===== src/rtl/core/assert_macros.svh =====
// ----------------------------------------------------------------------------
// Assertion macros
// Shared concurrent assertion forms for the RTL in this folder.
// ----------------------------------------------------------------------------
`ifndef ASSERT_MACROS_SVH
`define ASSERT_MACROS_SVH

// Same-cycle implication, checked out of reset.
`define ASSERT_HOLDS(label, clk, rst, ante, cons) \
   label: assert property (@(posedge clk) disable iff (rst) (ante) |-> (cons)) \
      else $error("assertion failed");

// Next-cycle implication, checked out of reset.
`define ASSERT_NEXT(label, clk, rst, ante, cons) \
   label: assert property (@(posedge clk) disable iff (rst) (ante) |=> (cons)) \
      else $error("assertion failed");

`endif


===== src/rtl/core/gclp_pkg.sv =====
// ----------------------------------------------------------------------------
// gclp_pkg
// Widths, character codes, field kinds and the power-of-ten table of the
// G-code line field parser.
// ----------------------------------------------------------------------------
`default_nettype none

package gclp_pkg;

   localparam int MODE_W  = 34;
   localparam int COORD_W = 48;
   localparam int MAG_W   = COORD_W - 1;
   localparam int LO_W    = 24;
   localparam int HI_W    = MAG_W - LO_W;
   localparam int POW10_W = 20;

   localparam logic [MAG_W-1:0] COORD_CAP = '1;
   localparam logic [MAG_W-1:0] MODE_CAP  = (MAG_W'(1) << MODE_W) - MAG_W'(1);

   typedef logic [2:0] kind_type;

   localparam kind_type KIND_IDLE = 3'd0;
   localparam kind_type KIND_G    = 3'd1;
   localparam kind_type KIND_X    = 3'd2;
   localparam kind_type KIND_Y    = 3'd3;
   localparam kind_type KIND_H    = 3'd4;
   localparam kind_type KIND_I    = 3'd5;
   localparam kind_type KIND_J    = 3'd6;

   localparam int NUM_COORDS = 5;

   localparam logic [7:0] CH_0       = 8'h30;
   localparam logic [7:0] CH_9       = 8'h39;
   localparam logic [7:0] CH_NL      = 8'h0a;
   localparam logic [7:0] CH_MINUS   = 8'h2d;
   localparam logic [7:0] CH_DOT     = 8'h2e;
   localparam logic [7:0] CH_LOW_A   = 8'h61;
   localparam logic [7:0] CH_LOW_Z   = 8'h7a;
   localparam logic [7:0] CH_CASE    = 8'h20;
   localparam logic [7:0] CH_G       = 8'h47;
   localparam logic [7:0] CH_X       = 8'h58;
   localparam logic [7:0] CH_Y       = 8'h59;
   localparam logic [7:0] CH_H       = 8'h48;
   localparam logic [7:0] CH_I       = 8'h49;
   localparam logic [7:0] CH_J       = 8'h4a;

   localparam logic ARC_HEIGHT = 1'b0;
   localparam logic ARC_CENTER = 1'b1;

   function automatic logic [POW10_W-1:0] pow10(input int n);
      logic [POW10_W-1:0] p;
      case (n)
         1:       p = POW10_W'(10);
         2:       p = POW10_W'(100);
         3:       p = POW10_W'(1000);
         4:       p = POW10_W'(10000);
         5:       p = POW10_W'(100000);
         6:       p = POW10_W'(1000000);
         default: p = POW10_W'(1);
      endcase
      return p;
   endfunction

endpackage

`default_nettype wire


===== src/rtl/core/gclp_channels.sv =====
// ----------------------------------------------------------------------------
// gclp channels
// Valid/ready channel interfaces for the text input, the line result and
// the configuration write port.
// ----------------------------------------------------------------------------
`default_nettype none

interface gclp_req_if;
   logic       valid;
   logic       ready;
   logic [7:0] char_byte;
   logic       end_of_stream;

   modport source (output valid, output char_byte, output end_of_stream, input ready);
   modport sink   (input valid, input char_byte, input end_of_stream, output ready);
endinterface

interface gclp_rsp_if;
   logic                                    valid;
   logic                                    ready;
   logic [gclp_pkg::MODE_W-1:0]             mode_number;
   logic signed [gclp_pkg::COORD_W-1:0]     target_x;
   logic signed [gclp_pkg::COORD_W-1:0]     target_y;
   logic signed [gclp_pkg::COORD_W-1:0]     height_value;
   logic signed [gclp_pkg::COORD_W-1:0]     center_x;
   logic signed [gclp_pkg::COORD_W-1:0]     center_y;
   logic                                    closed_by_stream_end;

   modport source (output valid, output mode_number, output target_x, output target_y,
                   output height_value, output center_x, output center_y,
                   output closed_by_stream_end, input ready);
   modport sink   (input valid, input mode_number, input target_x, input target_y,
                   input height_value, input center_x, input center_y,
                   input closed_by_stream_end, output ready);
endinterface

interface gclp_csr_if;
   logic valid;
   logic ready;
   logic arc_variant;

   modport source (output valid, output arc_variant, input ready);
   modport sink   (input valid, input arc_variant, output ready);
endinterface

`default_nettype wire


===== src/rtl/core/gcode_line_field_parser.sv =====
// ----------------------------------------------------------------------------
// gcode_line_field_parser
// Byte-serial G-code word parser: keeps the last G, X, Y, H, I and J values
// and reports them all once per line.
// ----------------------------------------------------------------------------
// Usage
//   req_ch : one text byte per word; end_of_stream set closes a pending line
//            and the byte is ignored.
//   rsp_ch : one word per line, on newline or on end of stream after a
//            partly read line; carries every latched value.
//   csr_ch : writes arc_variant (0: H word, 1: I and J words); always ready,
//            write it only while no line is in flight.
//   Throughput: one byte per cycle while req_ch.ready is high. A line result
//   passes from the byte that closes it through the scan register, two
//   partial products of the fraction scaling, saturate, then sign into the
//   result register.
//   A stalled rsp_ch holds its word; the three pipeline stages keep filling
//   with bytes that close fields or lines, and req_ch.ready drops only when
//   all three stages are full and stage 3 holds the next line result.
//   Reset (synchronous, active high) closes any open field, clears the
//   pending-line flag, zeroes all latched values and selects the H word.
// ----------------------------------------------------------------------------
`default_nettype none

module gcode_line_field_parser #(
   parameter int MAX_CHARS   = 10,
   parameter int FRAC_DIGITS = 4
) (
   input  wire         clock,
   input  wire         reset,
   gclp_req_if.sink    req_ch,
   gclp_rsp_if.source  rsp_ch,
   gclp_csr_if.sink    csr_ch
);

`include "assert_macros.svh"

   localparam int MAG_W  = gclp_pkg::MAG_W;
   localparam int MODE_W = gclp_pkg::MODE_W;
   localparam int CRD_W  = gclp_pkg::COORD_W;
   localparam int LO_W   = gclp_pkg::LO_W;
   localparam int HI_W   = gclp_pkg::HI_W;
   localparam int CNT_W  = $clog2(MAX_CHARS + 1);
   localparam int FRAC_W = (FRAC_DIGITS > 0) ? $clog2(FRAC_DIGITS + 1) : 1;
   localparam int POW_W  = $clog2(10 ** FRAC_DIGITS + 1);
   localparam int MAC_W  = MAG_W + 4;
   localparam int SUM_W  = MAG_W + POW_W;

   // ------------------------------------------------------------------------
   // Configuration
   // ------------------------------------------------------------------------
   logic arc_variant_ff;

   assign csr_ch.ready = 1'b1;

   always_ff @(posedge clock) begin
      if (reset) begin
         arc_variant_ff <= gclp_pkg::ARC_HEIGHT;
      end else if (csr_ch.valid) begin
         arc_variant_ff <= csr_ch.arc_variant;
      end
   end

   // ------------------------------------------------------------------------
   // Field scanner state
   // ------------------------------------------------------------------------
   gclp_pkg::kind_type kind_ff, kind_in;
   logic [CNT_W-1:0]   count_ff, count_in;
   logic [MAG_W-1:0]   accum_ff, accum_in;
   logic [FRAC_W-1:0]  frac_ff, frac_in;
   logic               point_ff, point_in;
   logic               minus_ff, minus_in;
   logic               pending_ff, pending_in;

   logic               req_ready;
   logic               req_acc;

   logic [7:0]         ch;
   logic [7:0]         ch_up;
   logic               eos;
   logic               is_digit;
   logic [3:0]         digit_val;
   logic               field_open;
   logic [MAG_W-1:0]   cap;
   logic [MAC_W-1:0]   mac_ext;
   logic [MAC_W-1:0]   mac_sum;
   logic [MAG_W-1:0]   mac_res;
   logic               take;
   logic [MAG_W-1:0]   acc_n;
   logic [FRAC_W-1:0]  frac_n;
   logic               point_n;
   logic               minus_n;
   logic [CNT_W-1:0]   count_n;
   logic               full;
   logic               keep;
   logic               byte_free;
   logic               do_commit;
   logic               do_emit;
   gclp_pkg::kind_type open_kind;

   assign ch        = req_ch.char_byte;
   assign eos       = req_ch.end_of_stream;
   assign req_acc   = req_ch.valid && req_ready;
   assign is_digit  = (ch >= gclp_pkg::CH_0) && (ch <= gclp_pkg::CH_9);
   assign digit_val = 4'(ch - gclp_pkg::CH_0);
   assign field_open = (kind_ff != gclp_pkg::KIND_IDLE);
   assign cap = (kind_ff == gclp_pkg::KIND_G) ? gclp_pkg::MODE_CAP : gclp_pkg::COORD_CAP;

   // saturating accum * 10 + digit
   assign mac_ext = MAC_W'(accum_ff);
   assign mac_sum = (mac_ext << 3) + (mac_ext << 1) + MAC_W'(digit_val);
   assign mac_res = (mac_sum > MAC_W'(cap)) ? cap : mac_sum[MAG_W-1:0];

   always_comb begin
      take    = 1'b0;
      acc_n   = accum_ff;
      frac_n  = frac_ff;
      point_n = point_ff;
      minus_n = minus_ff;
      if (field_open && !eos) begin
         if (kind_ff == gclp_pkg::KIND_G) begin
            if (is_digit) begin
               take  = 1'b1;
               acc_n = mac_res;
            end
         end else if (is_digit) begin
            take = 1'b1;
            if (!point_ff) begin
               acc_n = mac_res;
            end else if (int'(frac_ff) < FRAC_DIGITS) begin
               acc_n  = mac_res;
               frac_n = frac_ff + FRAC_W'(1);
            end
         end else if (ch == gclp_pkg::CH_MINUS && count_ff == '0) begin
            take    = 1'b1;
            minus_n = 1'b1;
         end else if (ch == gclp_pkg::CH_DOT && !point_ff) begin
            take    = 1'b1;
            point_n = 1'b1;
         end
      end
   end

   assign count_n   = count_ff + CNT_W'(1);
   assign full      = (count_n >= CNT_W'(MAX_CHARS));
   assign keep      = take && !full;
   assign byte_free = !eos && !take;
   assign do_commit = field_open && (eos || !take || full);
   assign do_emit   = eos ? pending_ff : (byte_free && ch == gclp_pkg::CH_NL);

   assign ch_up = (ch >= gclp_pkg::CH_LOW_A && ch <= gclp_pkg::CH_LOW_Z) ?
                  (ch - gclp_pkg::CH_CASE) : ch;

   always_comb begin
      case (ch_up)
         gclp_pkg::CH_G: open_kind = gclp_pkg::KIND_G;
         gclp_pkg::CH_X: open_kind = gclp_pkg::KIND_X;
         gclp_pkg::CH_Y: open_kind = gclp_pkg::KIND_Y;
         gclp_pkg::CH_H: open_kind = (arc_variant_ff == gclp_pkg::ARC_HEIGHT) ?
                                     gclp_pkg::KIND_H : gclp_pkg::KIND_IDLE;
         gclp_pkg::CH_I: open_kind = (arc_variant_ff == gclp_pkg::ARC_CENTER) ?
                                     gclp_pkg::KIND_I : gclp_pkg::KIND_IDLE;
         gclp_pkg::CH_J: open_kind = (arc_variant_ff == gclp_pkg::ARC_CENTER) ?
                                     gclp_pkg::KIND_J : gclp_pkg::KIND_IDLE;
         default:        open_kind = gclp_pkg::KIND_IDLE;
      endcase
   end

   always_comb begin
      kind_in    = gclp_pkg::KIND_IDLE;
      pending_in = pending_ff;
      if (keep) begin
         kind_in = kind_ff;
      end else if (byte_free) begin
         kind_in    = open_kind;
         pending_in = (ch != gclp_pkg::CH_NL);
      end else if (eos) begin
         pending_in = 1'b0;
      end
      // a freshly opened or closed field starts empty
      count_in = keep ? count_n : '0;
      accum_in = keep ? acc_n   : '0;
      frac_in  = keep ? frac_n  : '0;
      point_in = keep ? point_n : 1'b0;
      minus_in = keep ? minus_n : 1'b0;
   end

   always_ff @(posedge clock) begin
      if (reset) begin
         kind_ff    <= gclp_pkg::KIND_IDLE;
         count_ff   <= '0;
         accum_ff   <= '0;
         frac_ff    <= '0;
         point_ff   <= 1'b0;
         minus_ff   <= 1'b0;
         pending_ff <= 1'b0;
      end else if (req_acc) begin
         kind_ff    <= kind_in;
         count_ff   <= count_in;
         accum_ff   <= accum_in;
         frac_ff    <= frac_in;
         point_ff   <= point_in;
         minus_ff   <= minus_in;
         pending_ff <= pending_in;
      end
   end

   // ------------------------------------------------------------------------
   // Commit pipeline: scale, saturate, sign, latch, report
   // ------------------------------------------------------------------------
   logic               s1_valid_ff, s2_valid_ff, s3_valid_ff;
   logic               s1_commit_ff, s2_commit_ff, s3_commit_ff;
   logic               s1_emit_ff, s2_emit_ff, s3_emit_ff;
   logic               s1_end_ff, s2_end_ff, s3_end_ff;
   gclp_pkg::kind_type s1_kind_ff, s2_kind_ff, s3_kind_ff;
   logic               s1_minus_ff, s2_minus_ff, s3_minus_ff;
   logic [MAG_W-1:0]   s1_mag_ff;
   logic [FRAC_W-1:0]  s1_frac_ff;
   logic [HI_W+POW_W-1:0] s2_pp_hi_ff, s2_pp_hi_in;
   logic [LO_W+POW_W-1:0] s2_pp_lo_ff, s2_pp_lo_in;
   logic [MAG_W-1:0]   s3_mag_ff, s3_mag_in;

   logic               s1_free, s2_free, s3_free, s3_done;
   logic [POW_W-1:0]   scale;
   logic [SUM_W-1:0]   pp_sum;

   logic               rsp_valid_ff;

   assign s3_done = s3_valid_ff && (!s3_emit_ff || !rsp_valid_ff || rsp_ch.ready);
   assign s3_free = !s3_valid_ff || s3_done;
   assign s2_free = !s2_valid_ff || s3_free;
   assign s1_free = !s1_valid_ff || s2_free;
   assign req_ready    = s1_free;
   assign req_ch.ready = req_ready;

   // stage 1 -> 2: split product of magnitude and the missing fraction scale
   assign scale = (s1_kind_ff == gclp_pkg::KIND_G) ? POW_W'(1) :
                  POW_W'(gclp_pkg::pow10(FRAC_DIGITS - int'(s1_frac_ff)));
   assign s2_pp_hi_in = (HI_W+POW_W)'(s1_mag_ff[MAG_W-1:LO_W]) * (HI_W+POW_W)'(scale);
   assign s2_pp_lo_in = (LO_W+POW_W)'(s1_mag_ff[LO_W-1:0]) * (LO_W+POW_W)'(scale);

   // stage 2 -> 3: combine and saturate the magnitude
   assign pp_sum    = {s2_pp_hi_ff, {LO_W{1'b0}}} + SUM_W'(s2_pp_lo_ff);
   assign s3_mag_in = (pp_sum > SUM_W'(gclp_pkg::COORD_CAP)) ? gclp_pkg::COORD_CAP :
                      pp_sum[MAG_W-1:0];

   always_ff @(posedge clock) begin
      if (reset) begin
         s1_valid_ff <= 1'b0;
         s2_valid_ff <= 1'b0;
         s3_valid_ff <= 1'b0;
      end else begin
         if (s1_free) begin
            s1_valid_ff <= req_acc && (do_commit || do_emit);
         end
         if (s2_free) begin
            s2_valid_ff <= s1_valid_ff;
         end
         if (s3_free) begin
            s3_valid_ff <= s2_valid_ff;
         end
      end
   end

   always_ff @(posedge clock) begin
      if (s1_free && req_acc) begin
         s1_commit_ff <= do_commit;
         s1_emit_ff   <= do_emit;
         s1_end_ff    <= eos;
         s1_kind_ff   <= kind_ff;
         s1_minus_ff  <= minus_n;
         s1_mag_ff    <= acc_n;
         s1_frac_ff   <= frac_n;
      end
      if (s2_free && s1_valid_ff) begin
         s2_commit_ff <= s1_commit_ff;
         s2_emit_ff   <= s1_emit_ff;
         s2_end_ff    <= s1_end_ff;
         s2_kind_ff   <= s1_kind_ff;
         s2_minus_ff  <= s1_minus_ff;
         s2_pp_hi_ff  <= s2_pp_hi_in;
         s2_pp_lo_ff  <= s2_pp_lo_in;
      end
      if (s3_free && s2_valid_ff) begin
         s3_commit_ff <= s2_commit_ff;
         s3_emit_ff   <= s2_emit_ff;
         s3_end_ff    <= s2_end_ff;
         s3_kind_ff   <= s2_kind_ff;
         s3_minus_ff  <= s2_minus_ff;
         s3_mag_ff    <= s3_mag_in;
      end
   end

   // stage 3: apply sign and update the latched words
   logic [MODE_W-1:0] mode_ff, mode_in;
   logic [CRD_W-1:0]  coords_ff [gclp_pkg::NUM_COORDS];
   logic [CRD_W-1:0]  coords_in [gclp_pkg::NUM_COORDS];
   logic [CRD_W-1:0]  signed_val;

   assign signed_val = s3_minus_ff ? (CRD_W'(0) - CRD_W'(s3_mag_ff)) : CRD_W'(s3_mag_ff);
   assign mode_in = (s3_commit_ff && s3_kind_ff == gclp_pkg::KIND_G) ?
                    s3_mag_ff[MODE_W-1:0] : mode_ff;

   always_comb begin
      for (int i = 0; i < gclp_pkg::NUM_COORDS; i++) begin
         coords_in[i] = (s3_commit_ff && s3_kind_ff == gclp_pkg::KIND_X + 3'(i)) ?
                        signed_val : coords_ff[i];
      end
   end

   always_ff @(posedge clock) begin
      if (reset) begin
         mode_ff <= '0;
         for (int i = 0; i < gclp_pkg::NUM_COORDS; i++) begin
            coords_ff[i] <= '0;
         end
      end else if (s3_done) begin
         mode_ff <= mode_in;
         for (int i = 0; i < gclp_pkg::NUM_COORDS; i++) begin
            coords_ff[i] <= coords_in[i];
         end
      end
   end

   // ------------------------------------------------------------------------
   // Result register
   // ------------------------------------------------------------------------
   logic              rsp_load;
   logic [MODE_W-1:0] rsp_mode_ff;
   logic [CRD_W-1:0]  rsp_x_ff, rsp_y_ff, rsp_h_ff, rsp_i_ff, rsp_j_ff;
   logic              rsp_end_ff;

   assign rsp_load = s3_done && s3_emit_ff;

   always_ff @(posedge clock) begin
      if (reset) begin
         rsp_valid_ff <= 1'b0;
      end else if (rsp_load) begin
         rsp_valid_ff <= 1'b1;
      end else if (rsp_ch.ready) begin
         rsp_valid_ff <= 1'b0;
      end
   end

   always_ff @(posedge clock) begin
      if (rsp_load) begin
         rsp_mode_ff <= mode_in;
         rsp_x_ff    <= coords_in[0];
         rsp_y_ff    <= coords_in[1];
         rsp_h_ff    <= coords_in[2];
         rsp_i_ff    <= coords_in[3];
         rsp_j_ff    <= coords_in[4];
         rsp_end_ff  <= s3_end_ff;
      end
   end

   assign rsp_ch.valid                = rsp_valid_ff;
   assign rsp_ch.mode_number          = rsp_mode_ff;
   assign rsp_ch.target_x             = rsp_x_ff;
   assign rsp_ch.target_y             = rsp_y_ff;
   assign rsp_ch.height_value         = rsp_h_ff;
   assign rsp_ch.center_x             = rsp_i_ff;
   assign rsp_ch.center_y             = rsp_j_ff;
   assign rsp_ch.closed_by_stream_end = rsp_end_ff;

   // ------------------------------------------------------------------------
   // Assertions
   // ------------------------------------------------------------------------
   `ASSERT_HOLDS(a_field_len, clock, reset, field_open, count_ff < CNT_W'(MAX_CHARS))
   `ASSERT_HOLDS(a_g_plain, clock, reset, kind_ff == gclp_pkg::KIND_G, !point_ff && !minus_ff)
   `ASSERT_HOLDS(a_frac_point, clock, reset, frac_ff != '0, point_ff)
   `ASSERT_HOLDS(a_stall_full, clock, reset, !req_ready, s1_valid_ff && s2_valid_ff)
   `ASSERT_NEXT(a_emit_held, clock, reset, s3_valid_ff && !s3_done, s3_valid_ff && s3_emit_ff)

endmodule

`default_nettype wire

===== src/flat_wrapper.sv =====
// flat-port wrapper written by rule: the top's interface ports become plain ports
module gcode_line_field_parser_flat 
#(
   parameter int MAX_CHARS   = 10,
   parameter int FRAC_DIGITS = 4
)
  (clock, reset, req_ch_valid, req_ch_char_byte, req_ch_end_of_stream, req_ch_ready, rsp_ch_valid, rsp_ch_mode_number, rsp_ch_target_x, rsp_ch_target_y, rsp_ch_height_value, rsp_ch_center_x, rsp_ch_center_y, rsp_ch_closed_by_stream_end, rsp_ch_ready, csr_ch_valid, csr_ch_arc_variant, csr_ch_ready);
  gclp_req_if req_ch_i ();
  gclp_rsp_if rsp_ch_i ();
  gclp_csr_if csr_ch_i ();
  input  wire clock;
  input  wire reset;
  input wire logic [$bits(req_ch_i.valid)-1:0] req_ch_valid;
  input wire logic [$bits(req_ch_i.char_byte)-1:0] req_ch_char_byte;
  input wire logic [$bits(req_ch_i.end_of_stream)-1:0] req_ch_end_of_stream;
  output wire logic [$bits(req_ch_i.ready)-1:0] req_ch_ready;
  output wire logic [$bits(rsp_ch_i.valid)-1:0] rsp_ch_valid;
  output wire logic [$bits(rsp_ch_i.mode_number)-1:0] rsp_ch_mode_number;
  output wire logic [$bits(rsp_ch_i.target_x)-1:0] rsp_ch_target_x;
  output wire logic [$bits(rsp_ch_i.target_y)-1:0] rsp_ch_target_y;
  output wire logic [$bits(rsp_ch_i.height_value)-1:0] rsp_ch_height_value;
  output wire logic [$bits(rsp_ch_i.center_x)-1:0] rsp_ch_center_x;
  output wire logic [$bits(rsp_ch_i.center_y)-1:0] rsp_ch_center_y;
  output wire logic [$bits(rsp_ch_i.closed_by_stream_end)-1:0] rsp_ch_closed_by_stream_end;
  input wire logic [$bits(rsp_ch_i.ready)-1:0] rsp_ch_ready;
  input wire logic [$bits(csr_ch_i.valid)-1:0] csr_ch_valid;
  input wire logic [$bits(csr_ch_i.arc_variant)-1:0] csr_ch_arc_variant;
  output wire logic [$bits(csr_ch_i.ready)-1:0] csr_ch_ready;
  assign req_ch_i.valid = req_ch_valid;
  assign req_ch_i.char_byte = req_ch_char_byte;
  assign req_ch_i.end_of_stream = req_ch_end_of_stream;
  assign req_ch_ready = req_ch_i.ready;
  assign rsp_ch_valid = rsp_ch_i.valid;
  assign rsp_ch_mode_number = rsp_ch_i.mode_number;
  assign rsp_ch_target_x = rsp_ch_i.target_x;
  assign rsp_ch_target_y = rsp_ch_i.target_y;
  assign rsp_ch_height_value = rsp_ch_i.height_value;
  assign rsp_ch_center_x = rsp_ch_i.center_x;
  assign rsp_ch_center_y = rsp_ch_i.center_y;
  assign rsp_ch_closed_by_stream_end = rsp_ch_i.closed_by_stream_end;
  assign rsp_ch_i.ready = rsp_ch_ready;
  assign csr_ch_i.valid = csr_ch_valid;
  assign csr_ch_i.arc_variant = csr_ch_arc_variant;
  assign csr_ch_ready = csr_ch_i.ready;
  gcode_line_field_parser #(.MAX_CHARS(MAX_CHARS), .FRAC_DIGITS(FRAC_DIGITS)) u_core (.clock(clock), .reset(reset), .req_ch(req_ch_i), .rsp_ch(rsp_ch_i), .csr_ch(csr_ch_i));
endmodule

===== config.mk =====
export PLATFORM = sky130hd
export DESIGN_NAME = gcode_line_field_parser_flat
export DESIGN_NICKNAME = d
export VERILOG_FILES = /design/src/rtl/core/gclp_pkg.sv /design/src/rtl/core/gclp_channels.sv /design/src/rtl/core/gcode_line_field_parser.sv /design/src/flat_wrapper.sv
export VERILOG_INCLUDE_DIRS = /design/src /design/src/rtl/core
export SDC_FILE = /design/constraint.sdc
export NUM_CORES = 2
export LEC_CHECK = 0
export ABC_AREA = 1
export ABC_CLOCK_PERIOD_IN_PS = 12900
export BUFFER_PORTS_ARGS = -buffer_cell sky130_fd_sc_hd__buf_2
export CAP_MARGIN = 20
export CORE_MARGIN = 5
export CORE_UTILIZATION = 42
export CTS_CLUSTER_SIZE = 30
export DETAILED_ROUTE_END_ITERATION = 6
export HOLD_SLACK_MARGIN = 0.15
export PLACE_DENSITY = 0.65
export SYNTH_ARGS = -nofsm -noshare
export SYNTH_HDL_FRONTEND = slang
export SYNTH_SLANG_ARGS = --single-unit
export TNS_END_PERCENT = 5

===== constraint.sdc =====
create_clock -name clock -period 12.9 [get_ports clock]
set_input_delay 0 -clock clock [delete_from_list [all_inputs] [get_ports clock]]
set_output_delay 0 -clock clock [all_outputs]
set_load 0.01 [all_outputs]

==> metrics.cfg <==
[layout]
seq_area_um2 = 23200
antennaDiodeCount = 0
fill_cells = 13100
layout_commonest_cell = inv_1
final_cell_mix = inv_1, nand2_1, edfxtp_1
drive_gt1_share_pct = 11.2
area_growth_pct = 10.6
num-nets-final = 7435
fin_area_um2 = 64600
utilization_pct = 46.6
multi_input_area_um2 = 29300

[place]
dp_hpwl_um = 112000
gp_congestion = 0.888
portBuffers = 291
place_area_um2 = 61700

[power]
ir_drop_mv = 0.0928
power.total_uw = 6350
leakage_uw = 0.0294
p_per_area_nw_per_um2 = 98.3

[grt]
grt_max_degree = 166
grt_pass1_vias = 43200
grt_overflow = 0
grt_usage_pct = 19.9
grt_pass1_wl_um = 237000
antenna_found_initial = 1

[sta]
fmax_mhz = 117
rsz0062_at_grt = no
slew_viol_final = 0
worst_pin_slew_ns = 1.02
layout_min_cycle_time_ns = 8.58
fin_crit_sh_pct = 66.5
finalHoldViolations = 0
setup_violations = 0
fin_tns_setup_ns = 0
maxSlewHeadroom_pct = 31.9
clock_skew_ns = 0.0295

[routing]
first_pass_iters = 6
ant_nets = 0
drc = 0
routed_wl_um = 148000
avgRoutedWirePerCell_um = 17.3
via_per_inst = 5.08
drt_iter0_drc = 3677
dr_total_vias = 43300

[worst_setup_path]
crit_path_frequent_cell = fa_1
worst-path-max-fanout = 48
crit_type = reg2reg
start_kind = register
required_ns = 13.32
critPathBufInv = 9
crit_path_end_kind = register
max_stage_delay_ns = 0.58
cp_slowest_cell = fa_1
cp.arrival_ns = 9.00
path_delay_family = adder cells

[clock_tree]
cts_buffers = 82
path_clk_slew_ns = 0.06
cts_tree = yes
cts.sinks = 807
htreeDepth = 3
ctsRootBufferMaster = clkbuf_16
postCtsSetupBuffers = 0
clock_latency_ns = 0.68
clk_path_buf_depth = 3

[die]
io_pins = 293
die_h_um = 383
dieArea_um2 = 147000
rows = 137
dieWidth_um = 383
start_util_pct = 42.1
coreArea_um2 = 139000

[logic_synthesis]
ys_warn_count = 0
ys.flop_type = edfxtp_1
synth.distinct_cells = 66
avgSynthCellArea_um2 = 9.13
yosys_register_bits = 807
async_reset_ff_share_pct = 0
syn-instance-count = 6404
yosysSeqAreaShare_pct = 39.8
synth-edff-count = 708
syn_nets = 7199
synth_area_um2 = 58500

[flow_run]
cap_viol_max_count = 0

[min_path]
hold_class = in2reg

[run_status]
status = complete, no violations

path summary, 6_finish.rpt:
| check | startpoint | endpoint | slack (ns) | cells past startpoint |
|---|---|---|---|---|
| min reg2reg | u_core.s2_minus_ff$_DFFE_PP_ | u_core.s3_minus_ff$_DFFE_PP_ | 0.43 | 0 |
| max reg2reg | u_core.s1_kind_ff[0]$_DFFE_PP_ | u_core.s2_pp_hi_ff[34]$_DFFE_PP_ | 4.32 | 32 |
| min | req_ch_end_of_stream | u_core.s1_end_ff$_DFFE_PP_ | 0.22 | 2 |
| max | u_core.s1_kind_ff[0]$_DFFE_PP_ | u_core.s2_pp_hi_ff[34]$_DFFE_PP_ | 4.32 | 32 |
per-layer routing:
metal	routed length (um)	vias to the layer above	GRT usage, %
met4	3540	0	4.96
li1	-	21000	-
met3	9170	184	2.66
met2	68400	1256	32.9
met1	66500	20800	27.9
met5	0	-	0
power by group:
group | internal (uW) | switching, uW
registers | 2910 | 24.4
logic | 404 | 679
clock network | 1310 | 1030
Yosys cell counts (19+ instances only):
master | instances | area [um2]
nand3_1 | 162 | 811
edfxtp_1 | 708 | 21300
or2_2 | 165 | 1030
clkbuf_1 | 178 | 668
xor2_1 | 88 | 771
fa_1 | 425 | 8510
o21ai_0 | 201 | 1010
nor2_2 | 21 | 131
a211oi_1 | 131 | 983
xnor2_1 | 58 | 508
dfxtp_1 | 99 | 1980
inv_1 | 1320 | 4950
and2_1 | 19 | 119
ha_1 | 355 | 4440
nand2_1 | 1029 | 3860
inv_2 | 20 | 75.1
o22ai_1 | 38 | 238
o21a_1 | 54 | 405
nor2_1 | 574 | 2150
a21oi_1 | 414 | 2070
nor3_1 | 35 | 175
nand4_1 | 89 | 557
repair_timing:
item	CTS	global route
resized for setup	0	0
endpoints found under the setup margin	0	0
hold buffers	29	0
endpoints found under the hold margin	81	0
stage by stage:
step | worst slack, ns | hold WS (ns) | std cells
floorplan | 4.68 | 0.0989 | 6404
global placement | 4.51 | 0.286 | 8334
detailed placement | 4.34 | 0.288 | 8334
CTS | 4.34 | 0.170 | 8511
global route | 3.67 | 0.208 | 8511
finish | 4.32 | 0.217 | 8511
layout make-up:
type                       count  area share (%)
multi-input combinational   4035            45.4
sequential                   807            36.0
inverter                    1345            7.83
tap                         1807            3.50
clock buffer                 109            3.40
timing repair buffer         369            3.29
clock inverter                39           0.643
sequential cells by signal (all words and copies together) (netlist names), 3 cells and up:
register                    flops
u_core.coords_ff              240
u_core.s1_mag_ff               47
u_core.rsp_ch.center_x         48
u_core.accum_ff                47
u_core.rsp_ch.target_y         48
u_core.rsp_ch.center_y         48
u_core.mode_ff                 34
u_core.rsp_ch.mode_number      34
u_core.s2_pp_hi_ff             37
u_core.s1_frac_ff               3
u_core.s1_kind_ff               3
u_core.rsp_ch.target_x         48
u_core.s2_pp_lo_ff             38
u_core.count_ff                 4
u_core.s3_mag_ff               47
u_core.frac_ff                  3
u_core.kind_ff                  3
u_core.rsp_ch.height_value     48
u_core.s2_kind_ff               3
u_core.s3_kind_ff               3
cell families after synthesis:
group                    count (synthesis)  synth area share [%]
other                                    1               0.00641
buffers and inverters                 1562                  10.2
AND/OR/NAND/NOR                       2163                  16.2
AO/OA/AOI/OAI                          943                  9.46
multiplexers                             1                0.0193
adder cells (fa/ha/maj)                780                  22.2
flip-flops                             807                  39.8
XOR/XNOR                               147                  2.22
Note: power is estimated with default switching activity, not from simulation.
